`src/rtl/core/tank_drive_command_mixer_defines.svh`:
```
// assertion helpers used by the mixer sequencer
`ifndef TANK_DRIVE_COMMAND_MIXER_DEFINES_SVH
`define TANK_DRIVE_COMMAND_MIXER_DEFINES_SVH

// same-cycle implication
`define TDCM_ASSERT_NOW(lbl, ante, cons, msg) \
	lbl: assert property (@(posedge clk) disable iff (!arst_n) (ante) |-> (cons)) \
		else $error(msg);

// next-cycle implication
`define TDCM_ASSERT_NEXT(lbl, ante, cons, msg) \
	lbl: assert property (@(posedge clk) disable iff (!arst_n) (ante) |=> (cons)) \
		else $error(msg);

`endif

```
`src/rtl/core/tdcm_pkg.sv`:
```
package tdcm_pkg;

	// fixed point of the speed levels
	localparam int FRAC_BITS = 8;
	localparam int LW        = 8 + FRAC_BITS;

	// shared divider sizing
	localparam int NW    = 23 + FRAC_BITS;
	localparam int NW2   = NW + (NW % 2);
	localparam int DW    = (7 + FRAC_BITS > 16) ? 7 + FRAC_BITS : 16;
	localparam int STEPS = NW2 / 2;
	localparam int CW    = $clog2(STEPS + 1);

	// mixer constants
	localparam int DEADZONE   = 15;
	localparam int LIFT_MIN   = 500;
	localparam int LIFT_GAIN  = 3;
	localparam int HEAD_WRAP  = 360;
	localparam int HEAD_HALF  = 180;
	localparam int TURN_CLAMP = 127;
	localparam int PULSE_TURN = 30;
	localparam int PULSE_HOLD = 16;
	localparam int PULSE_WRAP = 17;
	localparam int FWD_MIN    = 40;
	localparam int NEAR_DIST  = 16;
	localparam int MV_SCALE   = 12000;
	localparam int MV_LIMIT   = 24000;
	localparam int MV_DIV     = 127 * (1 << FRAC_BITS);

	// drive modes
	localparam logic [1:0] MODE_USER     = 2'd0;
	localparam logic [1:0] MODE_DISTANCE = 2'd2;

	// register indexes
	typedef enum logic [2:0] {
		REG_DRIVE_MODE   = 3'd0,
		REG_FACE_HEADING = 3'd1,
		REG_AUTO_SPEED   = 3'd2,
		REG_TARGET_POS   = 3'd3,
		REG_LIFT_TOP     = 3'd4
	} reg_idx_t;

	// division jobs
	typedef enum logic [1:0] {
		OP_FWD   = 2'd0,
		OP_TURN  = 2'd1,
		OP_RIGHT = 2'd2,
		OP_LEFT  = 2'd3
	} div_op_t;

	typedef struct packed {
		logic    capture;
		logic    div_start;
		div_op_t op;
		logic    filt_write;
		logic    apply;
		logic    right_write;
		logic    out_load;
	} cmd_t;

	typedef struct packed {
		logic div_done;
	} status_t;

endpackage

```
`src/rtl/core/tank_drive_command_mixer.sv`:
```
// each request makes four passes through one shared divider (two quotient bits
//   per cycle): forward and turn filter steps, then right and left millivolts;
//   new requests stall until the previous result is loaded to the output register
// a finished result waits in the output register while the next request runs
// reset (arst_n low): levels, pulse count and cancel flag clear, drive mode user,
//   lift top 4095, other configuration registers zero
module tank_drive_command_mixer (
	input  logic                clk,
	input  logic                arst_n,
	input  logic                cfg_write,
	input  logic [2:0]          cfg_index,
	input  logic [20:0]         cfg_data,
	input  logic                in_valid,
	output logic                in_stall,
	input  logic signed [7:0]   stick_forward,
	input  logic signed [7:0]   stick_turn,
	input  logic [11:0]         lift_height,
	input  logic [8:0]          heading_now,
	input  logic signed [20:0]  wheel_position,
	input  logic                cancel_button,
	output logic                out_valid,
	input  logic                out_stall,
	output logic signed [15:0]  right_millivolts,
	output logic signed [15:0]  left_millivolts
);
	import tdcm_pkg::*;

	cmd_t    cmd;
	status_t status;

	// sequencer
	tdcm_ctrl u_ctrl (
		.clk       (clk),
		.arst_n    (arst_n),
		.in_valid  (in_valid),
		.in_stall  (in_stall),
		.out_stall (out_stall),
		.out_valid (out_valid),
		.status    (status),
		.cmd       (cmd)
	);

	// arithmetic and state
	tdcm_dp u_dp (
		.clk              (clk),
		.arst_n           (arst_n),
		.cfg_write        (cfg_write),
		.cfg_index        (cfg_index),
		.cfg_data         (cfg_data),
		.stick_forward    (stick_forward),
		.stick_turn       (stick_turn),
		.lift_height      (lift_height),
		.heading_now      (heading_now),
		.wheel_position   (wheel_position),
		.cancel_button    (cancel_button),
		.cmd              (cmd),
		.status           (status),
		.right_millivolts (right_millivolts),
		.left_millivolts  (left_millivolts)
	);

endmodule

```
`src/rtl/core/tdcm_div.sv`:
```
module tdcm_div (
	input  logic                       clk,
	input  logic                       arst_n,
	input  logic                       start,
	input  logic [tdcm_pkg::NW2-1:0]   num,
	input  logic [tdcm_pkg::DW-1:0]    den,
	output logic [tdcm_pkg::NW2-1:0]   quo,
	output logic                       done
);
	import tdcm_pkg::*;

	logic [CW-1:0]  cnt_q;
	logic           done_q;
	logic [DW-1:0]  rem_q;
	logic [DW-1:0]  den_q;
	logic [NW2-1:0] nq_q;
	logic           busy;
	logic [DW:0]    r1a;
	logic [DW:0]    r1;
	logic [DW:0]    r2a;
	logic [DW:0]    r2;
	logic           q1;
	logic           q2;

	assign busy = (cnt_q != '0);

	// two restoring steps per cycle
	always_comb begin
		r1a = {rem_q, nq_q[NW2-1]};
		q1  = (r1a >= {1'b0, den_q});
		r1  = q1 ? (r1a - {1'b0, den_q}) : r1a;
		r2a = {r1[DW-1:0], nq_q[NW2-2]};
		q2  = (r2a >= {1'b0, den_q});
		r2  = q2 ? (r2a - {1'b0, den_q}) : r2a;
	end

	// step counter and done pulse
	always_ff @(posedge clk or negedge arst_n) begin
		if (!arst_n) begin
			cnt_q  <= '0;
			done_q <= 1'b0;
		end else begin
			done_q <= busy && (cnt_q == CW'(1));
			if (start) begin
				cnt_q <= CW'(STEPS);
			end else if (busy) begin
				cnt_q <= cnt_q - CW'(1);
			end
		end
	end

	// partial remainder and quotient shifter
	always_ff @(posedge clk) begin
		if (start) begin
			rem_q <= '0;
			nq_q  <= num;
			den_q <= den;
		end else if (busy) begin
			rem_q <= r2[DW-1:0];
			nq_q  <= {nq_q[NW2-3:0], q1, q2};
		end
	end

	assign quo  = nq_q;
	assign done = done_q;

endmodule

```
`src/rtl/core/tdcm_ctrl.sv`:
```
`include "tank_drive_command_mixer_defines.svh"

module tdcm_ctrl (
	input  logic              clk,
	input  logic              arst_n,
	input  logic              in_valid,
	output logic              in_stall,
	input  logic              out_stall,
	output logic              out_valid,
	input  tdcm_pkg::status_t status,
	output tdcm_pkg::cmd_t    cmd
);
	import tdcm_pkg::*;

	typedef enum logic [2:0] {
		S_IDLE,
		S_GO,
		S_WAIT,
		S_APPLY,
		S_LOAD
	} state_t;

	state_t  state_q;
	div_op_t op_q;
	logic    out_valid_q;
	logic    accept;
	logic    load_ok;

	assign accept   = (state_q == S_IDLE) && in_valid;
	assign load_ok  = !out_valid_q || !out_stall;
	assign in_stall = (state_q != S_IDLE);
	assign out_valid = out_valid_q;

	// command decode
	always_comb begin
		cmd             = '0;
		cmd.op          = op_q;
		cmd.capture     = accept;
		cmd.div_start   = (state_q == S_GO);
		cmd.apply       = (state_q == S_APPLY);
		cmd.out_load    = (state_q == S_LOAD) && load_ok;
		cmd.filt_write  = (state_q == S_WAIT) && status.div_done &&
			(op_q == OP_FWD || op_q == OP_TURN);
		cmd.right_write = (state_q == S_WAIT) && status.div_done && (op_q == OP_RIGHT);
	end

	// sequencer
	always_ff @(posedge clk or negedge arst_n) begin
		if (!arst_n) begin
			state_q     <= S_IDLE;
			op_q        <= OP_FWD;
			out_valid_q <= 1'b0;
		end else begin
			if (out_valid_q && !out_stall) begin
				out_valid_q <= 1'b0;
			end
			unique case (state_q)
				S_IDLE: begin
					if (in_valid) begin
						op_q    <= OP_FWD;
						state_q <= S_GO;
					end
				end
				S_GO: begin
					state_q <= S_WAIT;
				end
				S_WAIT: begin
					if (status.div_done) begin
						unique case (op_q)
							OP_FWD: begin
								op_q    <= OP_TURN;
								state_q <= S_GO;
							end
							OP_TURN: begin
								state_q <= S_APPLY;
							end
							OP_RIGHT: begin
								op_q    <= OP_LEFT;
								state_q <= S_GO;
							end
							OP_LEFT: begin
								state_q <= S_LOAD;
							end
						endcase
					end
				end
				S_APPLY: begin
					op_q    <= OP_RIGHT;
					state_q <= S_GO;
				end
				S_LOAD: begin
					if (load_ok) begin
						out_valid_q <= 1'b1;
						state_q     <= S_IDLE;
					end
				end
				default: begin
					state_q <= S_IDLE;
				end
			endcase
		end
	end

	// checks
	`TDCM_ASSERT_NEXT(a_accept_starts, accept, state_q == S_GO, "accept did not start division")
	`TDCM_ASSERT_NOW(a_done_in_wait, status.div_done, state_q == S_WAIT, "divider done outside wait")
	`TDCM_ASSERT_NEXT(a_load_shows, cmd.out_load, out_valid_q && state_q == S_IDLE, "load lost")

endmodule

```
`src/rtl/core/tdcm_dp.sv`:
```
module tdcm_dp (
	input  logic                 clk,
	input  logic                 arst_n,
	input  logic                 cfg_write,
	input  logic [2:0]           cfg_index,
	input  logic [20:0]          cfg_data,
	input  logic signed [7:0]    stick_forward,
	input  logic signed [7:0]    stick_turn,
	input  logic [11:0]          lift_height,
	input  logic [8:0]           heading_now,
	input  logic signed [20:0]   wheel_position,
	input  logic                 cancel_button,
	input  tdcm_pkg::cmd_t       cmd,
	output tdcm_pkg::status_t    status,
	output logic signed [15:0]   right_millivolts,
	output logic signed [15:0]   left_millivolts
);
	import tdcm_pkg::*;

	// configuration
	logic [1:0]          mode_q;
	logic [8:0]          face_q;
	logic signed [7:0]   spd_q;
	logic signed [20:0]  target_q;
	logic [11:0]         top_q;

	// mixer state
	logic signed [LW-1:0] fwd_q;
	logic signed [LW-1:0] turn_q;
	logic [4:0]           pulse_q;
	logic                 cancelled_q;

	// captured request
	logic signed [7:0]   sf_q;
	logic signed [7:0]   st_q;
	logic [11:0]         lift_q;
	logic [8:0]          head_q;
	logic signed [20:0]  wheel_q;
	logic                cancel_q;

	// division context
	logic                 sign_q;
	logic signed [15:0]   right_tmp_q;
	logic signed [15:0]   right_mv_q;
	logic signed [15:0]   left_mv_q;

	logic [NW2-1:0] quo;
	logic           div_done;

	// user targets
	logic signed [7:0]    sf_dz;
	logic signed [7:0]    st_dz;
	logic                 lift_low;
	logic signed [LW-1:0] fq_full;
	logic signed [LW-1:0] tq_full;
	logic signed [LW-1:0] fq;
	logic signed [LW-1:0] tq;

	always_comb begin
		sf_dz    = (sf_q > -8'sd15 && sf_q < 8'sd15) ? 8'sd0 : sf_q;
		st_dz    = (st_q > -8'sd15 && st_q < 8'sd15) ? 8'sd0 : st_q;
		fq_full  = LW'(sf_dz) <<< FRAC_BITS;
		tq_full  = LW'(st_dz) <<< FRAC_BITS;
		fq       = (lift_q < top_q) ? fq_full : (fq_full >>> 1);
		tq       = (lift_q < top_q) ? tq_full : (tq_full >>> 1);
		lift_low = (lift_q < 12'(LIFT_MIN));
	end

	// division operands
	logic                 is_filt;
	logic signed [LW-1:0] tgt;
	logic signed [LW-1:0] lvl;
	logic signed [LW:0]   diff;
	logic signed [LW:0]   mix;
	logic [LW-1:0]        mag;
	logic                 neg;
	logic [13:0]          mul_b;
	logic [LW+13:0]       prod;
	logic [DW-1:0]        den;

	always_comb begin
		is_filt = (cmd.op == OP_FWD) || (cmd.op == OP_TURN);
		tgt     = (cmd.op == OP_TURN) ? tq : fq;
		lvl     = (cmd.op == OP_TURN) ? turn_q : fwd_q;
		diff    = (LW+1)'(tgt) - (LW+1)'(lvl);
		mix     = (cmd.op == OP_RIGHT) ? ((LW+1)'(fwd_q) - (LW+1)'(turn_q))
			: ((LW+1)'(fwd_q) + (LW+1)'(turn_q));
		if (is_filt) begin
			neg   = diff[LW];
			mag   = LW'(neg ? -diff : diff);
			mul_b = 14'(top_q);
			den   = DW'(top_q) + (DW'(lift_q) << LIFT_GAIN);
		end else begin
			neg   = mix[LW];
			mag   = LW'(neg ? -mix : mix);
			mul_b = 14'(MV_SCALE);
			den   = DW'(MV_DIV);
		end
		prod = (LW+14)'(mag) * (LW+14)'(mul_b);
	end

	tdcm_div u_div (
		.clk    (clk),
		.arst_n (arst_n),
		.start  (cmd.div_start),
		.num    (NW2'(prod)),
		.den    (den),
		.quo    (quo),
		.done   (div_done)
	);

	assign status.div_done = div_done;

	// filter step and saturated millivolts
	logic signed [LW-1:0] delta;
	logic signed [LW-1:0] filt_lvl;
	logic [15:0]          mv_mag;
	logic signed [15:0]   mv;

	always_comb begin
		delta    = sign_q ? -$signed(quo[LW-1:0]) : $signed(quo[LW-1:0]);
		filt_lvl = lift_low ? tgt : (lvl + delta);
		mv_mag   = (quo > NW2'(MV_LIMIT)) ? 16'(MV_LIMIT) : quo[15:0];
		mv       = sign_q ? -$signed(mv_mag) : $signed(mv_mag);
	end

	// heading hold turn with pulsing
	logic signed [11:0]   err0;
	logic signed [11:0]   err1;
	logic signed [11:0]   err2;
	logic signed [11:0]   err3;
	logic signed [11:0]   err4;
	logic                 err_neg;
	logic [6:0]           err_mag;
	logic [4:0]           pulse_inc;
	logic                 small_err;
	logic [4:0]           pulse_next;
	logic [6:0]           turn_mag;
	logic signed [LW-1:0] turn_auto;

	always_comb begin
		err0 = $signed({3'b0, head_q}) - $signed({3'b0, face_q});
		err1 = (err0 < 0) ? (err0 + 12'sd360) : err0;
		err2 = (err1 > 12'sd180) ? (err1 - 12'sd360) : err1;
		err3 = err2 <<< 1;
		if (err3 > 12'sd127) begin
			err4 = 12'sd127;
		end else if (err3 < -12'sd127) begin
			err4 = -12'sd127;
		end else begin
			err4 = err3;
		end
		err_neg    = err4[11];
		err_mag    = 7'(err_neg ? -err4 : err4);
		pulse_inc  = pulse_q + 5'd1;
		small_err  = (err_mag < 7'(PULSE_TURN));
		pulse_next = !small_err ? pulse_q
			: ((pulse_inc > 5'(PULSE_WRAP)) ? 5'd0 : pulse_inc);
		turn_mag   = (small_err && pulse_inc > 5'(PULSE_HOLD)) ? 7'(PULSE_TURN) : err_mag;
		turn_auto  = LW'(turn_mag) << FRAC_BITS;
		if (err_neg) begin
			turn_auto = -turn_auto;
		end
	end

	// automatic forward speed
	logic signed [21:0]   dist_diff;
	logic [21:0]          dist_mag;
	logic                 near;
	logic [7:0]           spd_mag;
	logic [LW-1:0]        fw_mag;
	logic signed [LW-1:0] fwd_auto;

	always_comb begin
		dist_diff = 22'(target_q) - 22'(wheel_q);
		dist_mag  = dist_diff[21] ? 22'(-dist_diff) : 22'(dist_diff);
		near      = (mode_q == MODE_DISTANCE) && (dist_mag < 22'(NEAR_DIST));
		spd_mag   = spd_q[7] ? 8'(-spd_q) : 8'(spd_q);
		if (near) begin
			fw_mag = LW'(12'(spd_mag) * 12'(dist_mag[3:0])) << (FRAC_BITS - 4);
		end else begin
			fw_mag = LW'(spd_mag) << FRAC_BITS;
		end
		if (fw_mag != '0 && fw_mag < (LW'(FWD_MIN) << FRAC_BITS)) begin
			fw_mag = LW'(FWD_MIN) << FRAC_BITS;
		end
		fwd_auto = spd_q[7] ? -$signed(fw_mag) : $signed(fw_mag);
	end

	// configuration and mixer state
	always_ff @(posedge clk or negedge arst_n) begin
		if (!arst_n) begin
			mode_q      <= MODE_USER;
			face_q      <= '0;
			spd_q       <= '0;
			target_q    <= '0;
			top_q       <= 12'd4095;
			fwd_q       <= '0;
			turn_q      <= '0;
			pulse_q     <= '0;
			cancelled_q <= 1'b0;
		end else begin
			if (cfg_write) begin
				unique case (reg_idx_t'(cfg_index))
					REG_DRIVE_MODE: begin
						mode_q      <= cfg_data[1:0];
						cancelled_q <= 1'b0;
					end
					REG_FACE_HEADING: face_q   <= cfg_data[8:0];
					REG_AUTO_SPEED:   spd_q    <= $signed(cfg_data[7:0]);
					REG_TARGET_POS:   target_q <= $signed(cfg_data);
					REG_LIFT_TOP:     top_q    <= cfg_data[11:0];
					default: begin
					end
				endcase
			end
			if (cmd.filt_write) begin
				if (cmd.op == OP_TURN) begin
					turn_q <= filt_lvl;
				end else begin
					fwd_q <= filt_lvl;
				end
			end
			if (cmd.apply) begin
				if (mode_q != MODE_USER && !cancelled_q) begin
					fwd_q   <= fwd_auto;
					turn_q  <= turn_auto;
					pulse_q <= pulse_next;
				end
				if (cancel_q) begin
					fwd_q       <= '0;
					turn_q      <= '0;
					cancelled_q <= 1'b1;
				end
			end
		end
	end

	// request capture, division sign and result registers
	always_ff @(posedge clk) begin
		if (cmd.capture) begin
			sf_q     <= stick_forward;
			st_q     <= stick_turn;
			lift_q   <= lift_height;
			head_q   <= heading_now;
			wheel_q  <= wheel_position;
			cancel_q <= cancel_button;
		end
		if (cmd.div_start) begin
			sign_q <= neg;
		end
		if (cmd.right_write) begin
			right_tmp_q <= mv;
		end
		if (cmd.out_load) begin
			right_mv_q <= right_tmp_q;
			left_mv_q  <= mv;
		end
	end

	assign right_millivolts = right_mv_q;
	assign left_millivolts  = left_mv_q;

endmodule

```
`config.mk`:
```
export PLATFORM = sky130hd
export DESIGN_NAME = tank_drive_command_mixer
export DESIGN_NICKNAME = d
export VERILOG_FILES = /design/src/rtl/core/tdcm_pkg.sv /design/src/rtl/core/tank_drive_command_mixer.sv /design/src/rtl/core/tdcm_div.sv /design/src/rtl/core/tdcm_ctrl.sv /design/src/rtl/core/tdcm_dp.sv
export VERILOG_INCLUDE_DIRS = /design/src /design/src/rtl/core
export SDC_FILE = /design/constraint.sdc
export NUM_CORES = 1
export LEC_CHECK = 0
export ABC_AREA = 1
export CAP_MARGIN = 20
export CORE_MARGIN = 3
export CORE_UTILIZATION = 50
export CTS_BUF_LIST = sky130_fd_sc_hd__clkbuf_8
export CTS_CLUSTER_SIZE = 20
export DETAILED_ROUTE_END_ITERATION = 12
export DONT_BUFFER_PORTS = 1
export GPL_ROUTABILITY_DRIVEN = 0
export GPL_TIMING_DRIVEN = 1
export PLACE_DENSITY = 0.76
export RECOVER_POWER = 50
export SKIP_CTS_REPAIR_TIMING = 1
export SYNTH_ARGS = -nofsm -noshare
export SYNTH_HDL_FRONTEND = slang
export SYNTH_SLANG_ARGS = --single-unit
```
`constraint.sdc`:
```
create_clock -name clk -period 12 [get_ports clk]
set_clock_uncertainty 0.05 [all_clocks]
set_input_delay 1.8 -clock clk [delete_from_list [all_inputs] [get_ports clk]]
set_output_delay 1.8 -clock clk [all_outputs]
set_load 0.01 [all_outputs]
```
==> run_results.csv, run 1 <==
group,metric,value,unit
global_routing,antenna_found_initial,10,
yosys,netlist_top_cells_area,"edfxtp_1 16%, fa_1 12%, ha_1 11%",
die,fp.dieH,247.9,um
critical_path,crit_path_end_kind,"register",
sta,rsz0062_at_grt,"no",
die,die-area,61460,um2
route,routed-wl-met3,6060,um
clock_tree,tritoncts,"built",
global_routing,grt_pass1_wl,124100,um
sta,worst_slew_pin_slew,1.773,ns
yosys,yosys.area.top_type,"edfxtp_1",
yosys,synth_top_area_frac,0.1581,
power_and_ir_drop,power_leakage,15.92,nW
critical_path,slowest_stage,"fa_1",
sta,period_share,0.9132,
route,wl,76530,um
flow_run,max_cap_viol_count,3,
critical_path,r2r-start,"u_dp.top_q[1]",
clock_tree,numCtsBuffers,50,
critical_path,worstReg2RegEnd,"u_dp.u_div.quo[29]",
sta,period_minus_slack,10.96,ns
die,die_w,247.9,um
place,hpwlAfterDp,62060,um
yosys,async_flop_share,0.3723,
yosys,synth_seq_cells,274,
critical_path,critPathBufInv,14,
sta,setup_violations,0,
clock_tree,root_buffer,"clkbuf_8",
clock_tree,path_clk_slew,0.07,ns
route,routedWlPerCell,16.19,um
critical_path,crit_required,12.31,ns
clock_tree,clk_latency,0.69,ns
critical_path,crit_cells,63,
status,violations,"max-capacitance violations, max-slew violations",
sta,setup_slack,1.042,ns
die,std_cell_rows,88,
yosys,synth.most_common_cell,"nand2_1",
route,wl_met2,35730,um
route,viasPerCell,5.416,
yosys,ys_seq_area_frac,0.2581,
power_and_ir_drop,powerDensity,116.8,nW/um2
critical_path,path_class,"reg -> reg",
sta,hold_viol_final,0,
sta,slew_headroom,-0.1817,
critical_path,critPathMaxFanout,16,
critical_path,crit_arrival,11.27,ns
cells_and_area,syn_to_final_growth,6.513,%
yosys,syn_inst,3913,
clock_tree,cts.sinks,274,
die,io_pins,122,
yosys,synth_area,29260,um2
global_routing,grt_util_all_layers,0.2517,
critical_path,reg2reg_slack,1.04,ns
cells_and_area,layout-drive-gt1-share,0.06375,
route,ant_nets,0,
sta,setup_tns,0,ns
yosys,synth.distinct_cells,70,
power_and_ir_drop,peakVddDrop,0.1267,mV
yosys,synth-edff-count,154,
route,initialDrtViolationCount,2044,
place,portBuffers,0,
clock_tree,cts_buffer_depth,3,
die,core,57810,um2
global_routing,first_global_vias,24520,
critical_path,crit_path_start_kind,"register",
status,status,"finished with violations",
place,post-place-cells,4625,
critical_path,cp-startpoint,"u_dp.top_q[1]",
yosys,ys_top_cells_by_count,"851 x nand2_1, 706 x inv_1, 354 x nor2_1",
yosys,avgSynthCellArea,7.477,um2
sta,slew_violations,100,
cells_and_area,nNetsFinal,4434,
critical_path,cp_top_family,"adder cells",
global_routing,grt_start_max_net_pins,103,
place,pre_cts_slack,1.159,ns
critical_path,r2r_cells,63,
route,dr.pass1.iters,6,
critical_path,cp_common_cell,"nand2_1",
critical_path,worstSetupEndpoint,"u_dp.u_div.quo[29]",
die,initial_utilization,0.5062,
yosys,synth_ff_type,"edfxtp_1",
yosys,yosysWarnings,0,
route,drc,0,
global_routing,grt-ovfl-total,0,
route,top_layer,"met5",
route,vias,25598,
route,wl_met1,32370,um
critical_path,cpPeakStageDelay,0.55,ns
sta,hold_slack,0.3131,ns
cells_and_area,final_cell_count_no_fill,4726,
hold_path,min_path_type,"reg -> reg",
sta,max_freq,91.26,MHz
yosys,synth_nets,4434,
clock_tree,htree_levels,2,
[placed cells by master, fill, tap and decap left out, types with 7 or more instances in the layout]
master	instances
nand2_1	851
inv_1	715
nor2_1	352
o21ai_0	272
ha_1	264
nand3_1	202
a21oi_1	194
fa_1	169
edfxtp_1	154
xor2_1	116
dfrtp_1	90
clkbuf_8	62
nand4_1	57
xnor2_1	41
nor3_1	39
o21ai_1	26
nand2_2	25
or2_2	22
o21bai_1	21
inv_2	20
dfxtp_1	18
nor4_1	16
buf_4	16
nor2_2	15
o31ai_1	14
nand3_2	13
mux2_2	12
a31oi_1	10
dfstp_2	10
o211ai_1	9
diode_2	8
clkinv_2	8
a21oi_2	7
nand3b_1	7
clkinv_1	7
clkbuf_1	7
[flip-flops by register name, summed over array words and instances (netlist names), 9 cells and up]
register,count
u_dp.wheel_q,21
u_dp.left_millivolts,16
u_dp.target_q,21
u_dp.lift_q,12
u_dp.right_tmp_q,16
u_dp.turn_q,16
u_dp.top_q,12
u_dp.u_div.rem_q,16
u_dp.u_div.den_q,16
u_dp.head_q,9
u_dp.fwd_q,16
u_dp.u_div.quo,32
u_dp.right_millivolts,16
u_dp.face_q,9
[worst min-delay path by stage]
stage	startpoint	end	slack, ns	cells past startpoint
2_1_floorplan	u_dp.right_tmp_q[0]	u_dp.right_millivolts[0]	0.35	0
3_3_place_gp	u_dp.right_tmp_q[11]	u_dp.right_millivolts[11]	0.35	0
3_5_place_dp	u_dp.right_tmp_q[7]	u_dp.right_millivolts[7]	0.36	0
4_1_cts	u_dp.right_tmp_q[7]	u_dp.right_millivolts[7]	0.30	0
5_1_grt	u_dp.right_tmp_q[7]	u_dp.right_millivolts[7]	0.30	0
6_report	u_dp.right_tmp_q[7]	u_dp.right_millivolts[7]	0.31	0
[routing by layer]
metal / track usage / vias to the layer above
met2: 0.4260 / 883
met3: 0.03997 / 160
met4: 0.08376 / 4
met5: 0 / -
li1: - / 12596
met1: 0.3290 / 11955
[cells by family (layout without fill, tap and decap cells)]
logic type | Yosys count | in the layout | synth area share
simple gates | 1624 | 1624 | 0.2398
xor+xnor | 159 | 159 | 0.04811
other cells | 0 | 8 | 0
mux | 16 | 16 | 0.005987
fa+ha+maj | 433 | 433 | 0.2285
buf+inv | 806 | 846 | 0.1059
flops | 274 | 274 | 0.2581
compound gates | 601 | 601 | 0.1136
[layout make-up]
cell class | count | area (um2)
timing repair buffer | 23 | 146.4
tap | 765 | 957.2
fill | 5434 | 26640
clock buffer | 62 | 853.3
antenna | 8 | 20.02
multi-input combinational | 2833 | 18630
inverter | 731 | 2746
sequential | 274 | 7552
clock inverter | 30 | 259.0
[power breakdown]
part / total (mW) / leakage (nW) / switching [mW] / internal (mW)
Sequential: 1.06 / 2.80 / 0.0318 / 1.03
Combinational: 1.60 / 12.5 / 1.06 / 0.531
Clock: 0.983 / 0.601 / 0.441 / 0.542
[through the flow]
stage	total power, mW	utilization	area [um2]
after global routing	3.937	0.5389	31150
after CTS	3.634	0.5392	31170
after detailed placement	2.641	0.5200	30060
after global placement	2.611	0.5200	30060
final	3.640	0.5391	31160
after floorplan	2.363	-	29260
No activity file was read; power rests on OpenSTA's default activity.
==> run 2, diff against run 1 <==
Clock period 12 ns to 12.12 ns, I/O delays scaled along.
==> run_results.csv, run 2 (synthesized netlist as in run 1, its figures left out) <==
group,metric,value,unit
status,status,"finished with violations",
status,violations,"design-rule violations, max-capacitance violations, max-slew violations",
power_and_ir_drop,powerDensity,115.4,nW/um2
power_and_ir_drop,p_total,3.591,mW
power_and_ir_drop,p_sw,1.493,mW
route,dr.pass1.iters,10,
route,top_layer,"met5",
critical_path,cp-startpoint,"u_dp.top_q[1]",
hold_path,hp-start,"u_dp.right_tmp_q[4]",
critical_path,worstReg2RegEnd,"u_dp.u_div.quo[26]",
critical_path,crit_arrival,11.14,ns
cells_and_area,fin_area,31130,um2
power_and_ir_drop,combPwrFrac,0.436,
route,vias,25597,
sta,max_freq,91.95,MHz
hold_path,min_path_type,"reg -> reg",
route,wl_met1,32440,um
power_and_ir_drop,switching_share,0.4156,
power_and_ir_drop,peakVddDrop,0.1422,mV
route,wl_met2,35250,um
sta,setup_tns,0,ns
route,viasPerCell,5.420,
die,fp.dieH,247.9,um
critical_path,r2r-start,"u_dp.top_q[1]",
sta,setup_violations,0,
global_routing,first_global_vias,24434,
critical_path,reg2reg_slack,1.24,ns
route,routed-wl-met3,6164,um
sta,rsz0062_at_grt,"no",
critical_path,cp_common_cell,"inv_1",
clock_tree,htree_levels,2,
clock_tree,path_clk_slew,0.06,ns
global_routing,grt_util_all_layers,0.2526,
die,core,57810,um2
critical_path,crit_path_end_kind,"register",
clock_tree,cts_buffer_depth,3,
hold_path,min_path_cells,0,
clock_tree,numCtsBuffers,48,
critical_path,path_class,"reg -> reg",
place,post_dp_cell_area,30050,um2
sta,hold_viol_final,0,
critical_path,r2r_cells,57,
cells_and_area,layout-drive-gt1-share,0.06054,
flow_run,max_cap_viol_count,4,
clock_tree,root_buffer,"clkbuf_8",
die,std_cell_rows,88,
place,post-place-cells,4624,
power_and_ir_drop,p_int,2.099,mW
clock_tree,clk_latency,0.66,ns
die,initial_utilization,0.5062,
power_and_ir_drop,p_seq_frac,0.292,
die,die-area,61460,um2
clock_tree,cts.sinks,274,
sta,worst_slew_pin_slew,1.773,ns
critical_path,cpPeakStageDelay,0.55,ns
power_and_ir_drop,power_leakage,15.92,nW
power_and_ir_drop,clockPowerShare,0.271,
cells_and_area,final_cell_mix,"851 x nand2_1, 723 x inv_1, 352 x nor2_1",
global_routing,antenna_found_initial,7,
global_routing,grt-ovfl-total,0,
sta,period_share,0.8973,
clock_tree,tritoncts,"built",
cells_and_area,layout_commonest_cell,"nand2_1",
critical_path,slowest_stage,"fa_1",
critical_path,crit_path_start_kind,"register",
sta,period_minus_slack,10.88,ns
place,hpwlAfterDp,62210,um
global_routing,grt_start_max_net_pins,103,
cells_and_area,largest_reg_flops,32,
die,io_pins,122,
critical_path,worstSetupEndpoint,"u_dp.u_div.quo[26]",
sta,slew_headroom,-0.1818,
global_routing,grt_pass1_wl,124500,um
die,die_w,247.9,um
cells_and_area,nNetsFinal,4431,
critical_path,critPathMaxFanout,16,
route,initialDrtViolationCount,2157,
route,routedWlPerCell,16.23,um
cells_and_area,syn_to_final_growth,6.397,%
cells_and_area,final_cell_count_no_fill,4723,
route,ant_nets,0,
route,drc,2,
critical_path,crit_required,12.39,ns
sta,slew_violations,164,
route,wl,76680,um
place,portBuffers,0,
-- run 2: changes by cell type in the layout (fill, tap and decap cells not counted), sizes merged --
cell / delta
clkbuf: -9
inv: +7
clkinv: -5
bufinv: +4
diode: +2
buf: -1
clkinvlp: -1
-- run 2: final cells by class --
class                   count  area, um2
fillers                  5434      26670
clock inverters            35      347.8
clock buffers              53      729.5
repair buffers             22      142.6
flip-flops and latches    274       7552
multi-input cells        2833      18630
inverters                 731       2746
diodes                     10      25.02
well taps                 765      957.2
-- run 2: worst max-delay path: cells and delay by family (launching register included) --
kind / cells / cell delay, ns
AND/OR/NAND/NOR: 15 / 1.99
adder cells (fa/ha/maj): 9 / 3.62
XOR/XNOR: 1 / 0.14
AO/OA/AOI/OAI: 22 / 3.41
buffers and inverters: 10 / 0.80
flip-flops: 1 / 0.53
-- run 2: worst min path at each step --
| stage | end | slack (ns) |
|---|---|---|
| finish | u_dp.right_millivolts[4] | 0.37 |
| global route | u_dp.right_millivolts[9] | 0.38 |
| CTS | u_dp.right_millivolts[4] | 0.37 |
| detailed placement | u_dp.right_millivolts[2] | 0.35 |
| global placement | u_dp.right_millivolts[7] | 0.35 |
| floorplan | u_dp.right_millivolts[0] | 0.35 |
-- run 2: power by group through the flow --
stage / clock [mW] / sequential [mW] / combinational [mW]
6_report: 0.974 / 1.05 / 1.57
5_1_grt: 1.04 / 1.05 / 1.80
4_1_cts: 0.994 / 1.05 / 1.55
3_5_place_dp: 0 / 1.07 / 1.54
3_3_place_gp: 0 / 1.07 / 1.51
2_1_floorplan: 0 / 1.06 / 1.28
-- run 2: metal layers --
metal,up-vias,GRT usage
met5,-,0
li1,12601,-
met3,178,0.04419
met1,11949,0.3324
met4,2,0.09595
met2,867,0.4163
-- run 2: through the flow --
stage / hold slack (ns) / setup slack, ns / utilization
floorplan: 0.3503 / 2.331 / -
global placement: 0.3506 / 1.621 / 0.5198
detailed placement: 0.3545 / 1.366 / 0.5198
CTS: 0.3693 / 1.311 / 0.5385
global route: 0.3802 / 0.2651 / 0.5383
finish: 0.3673 / 1.245 / 0.5386
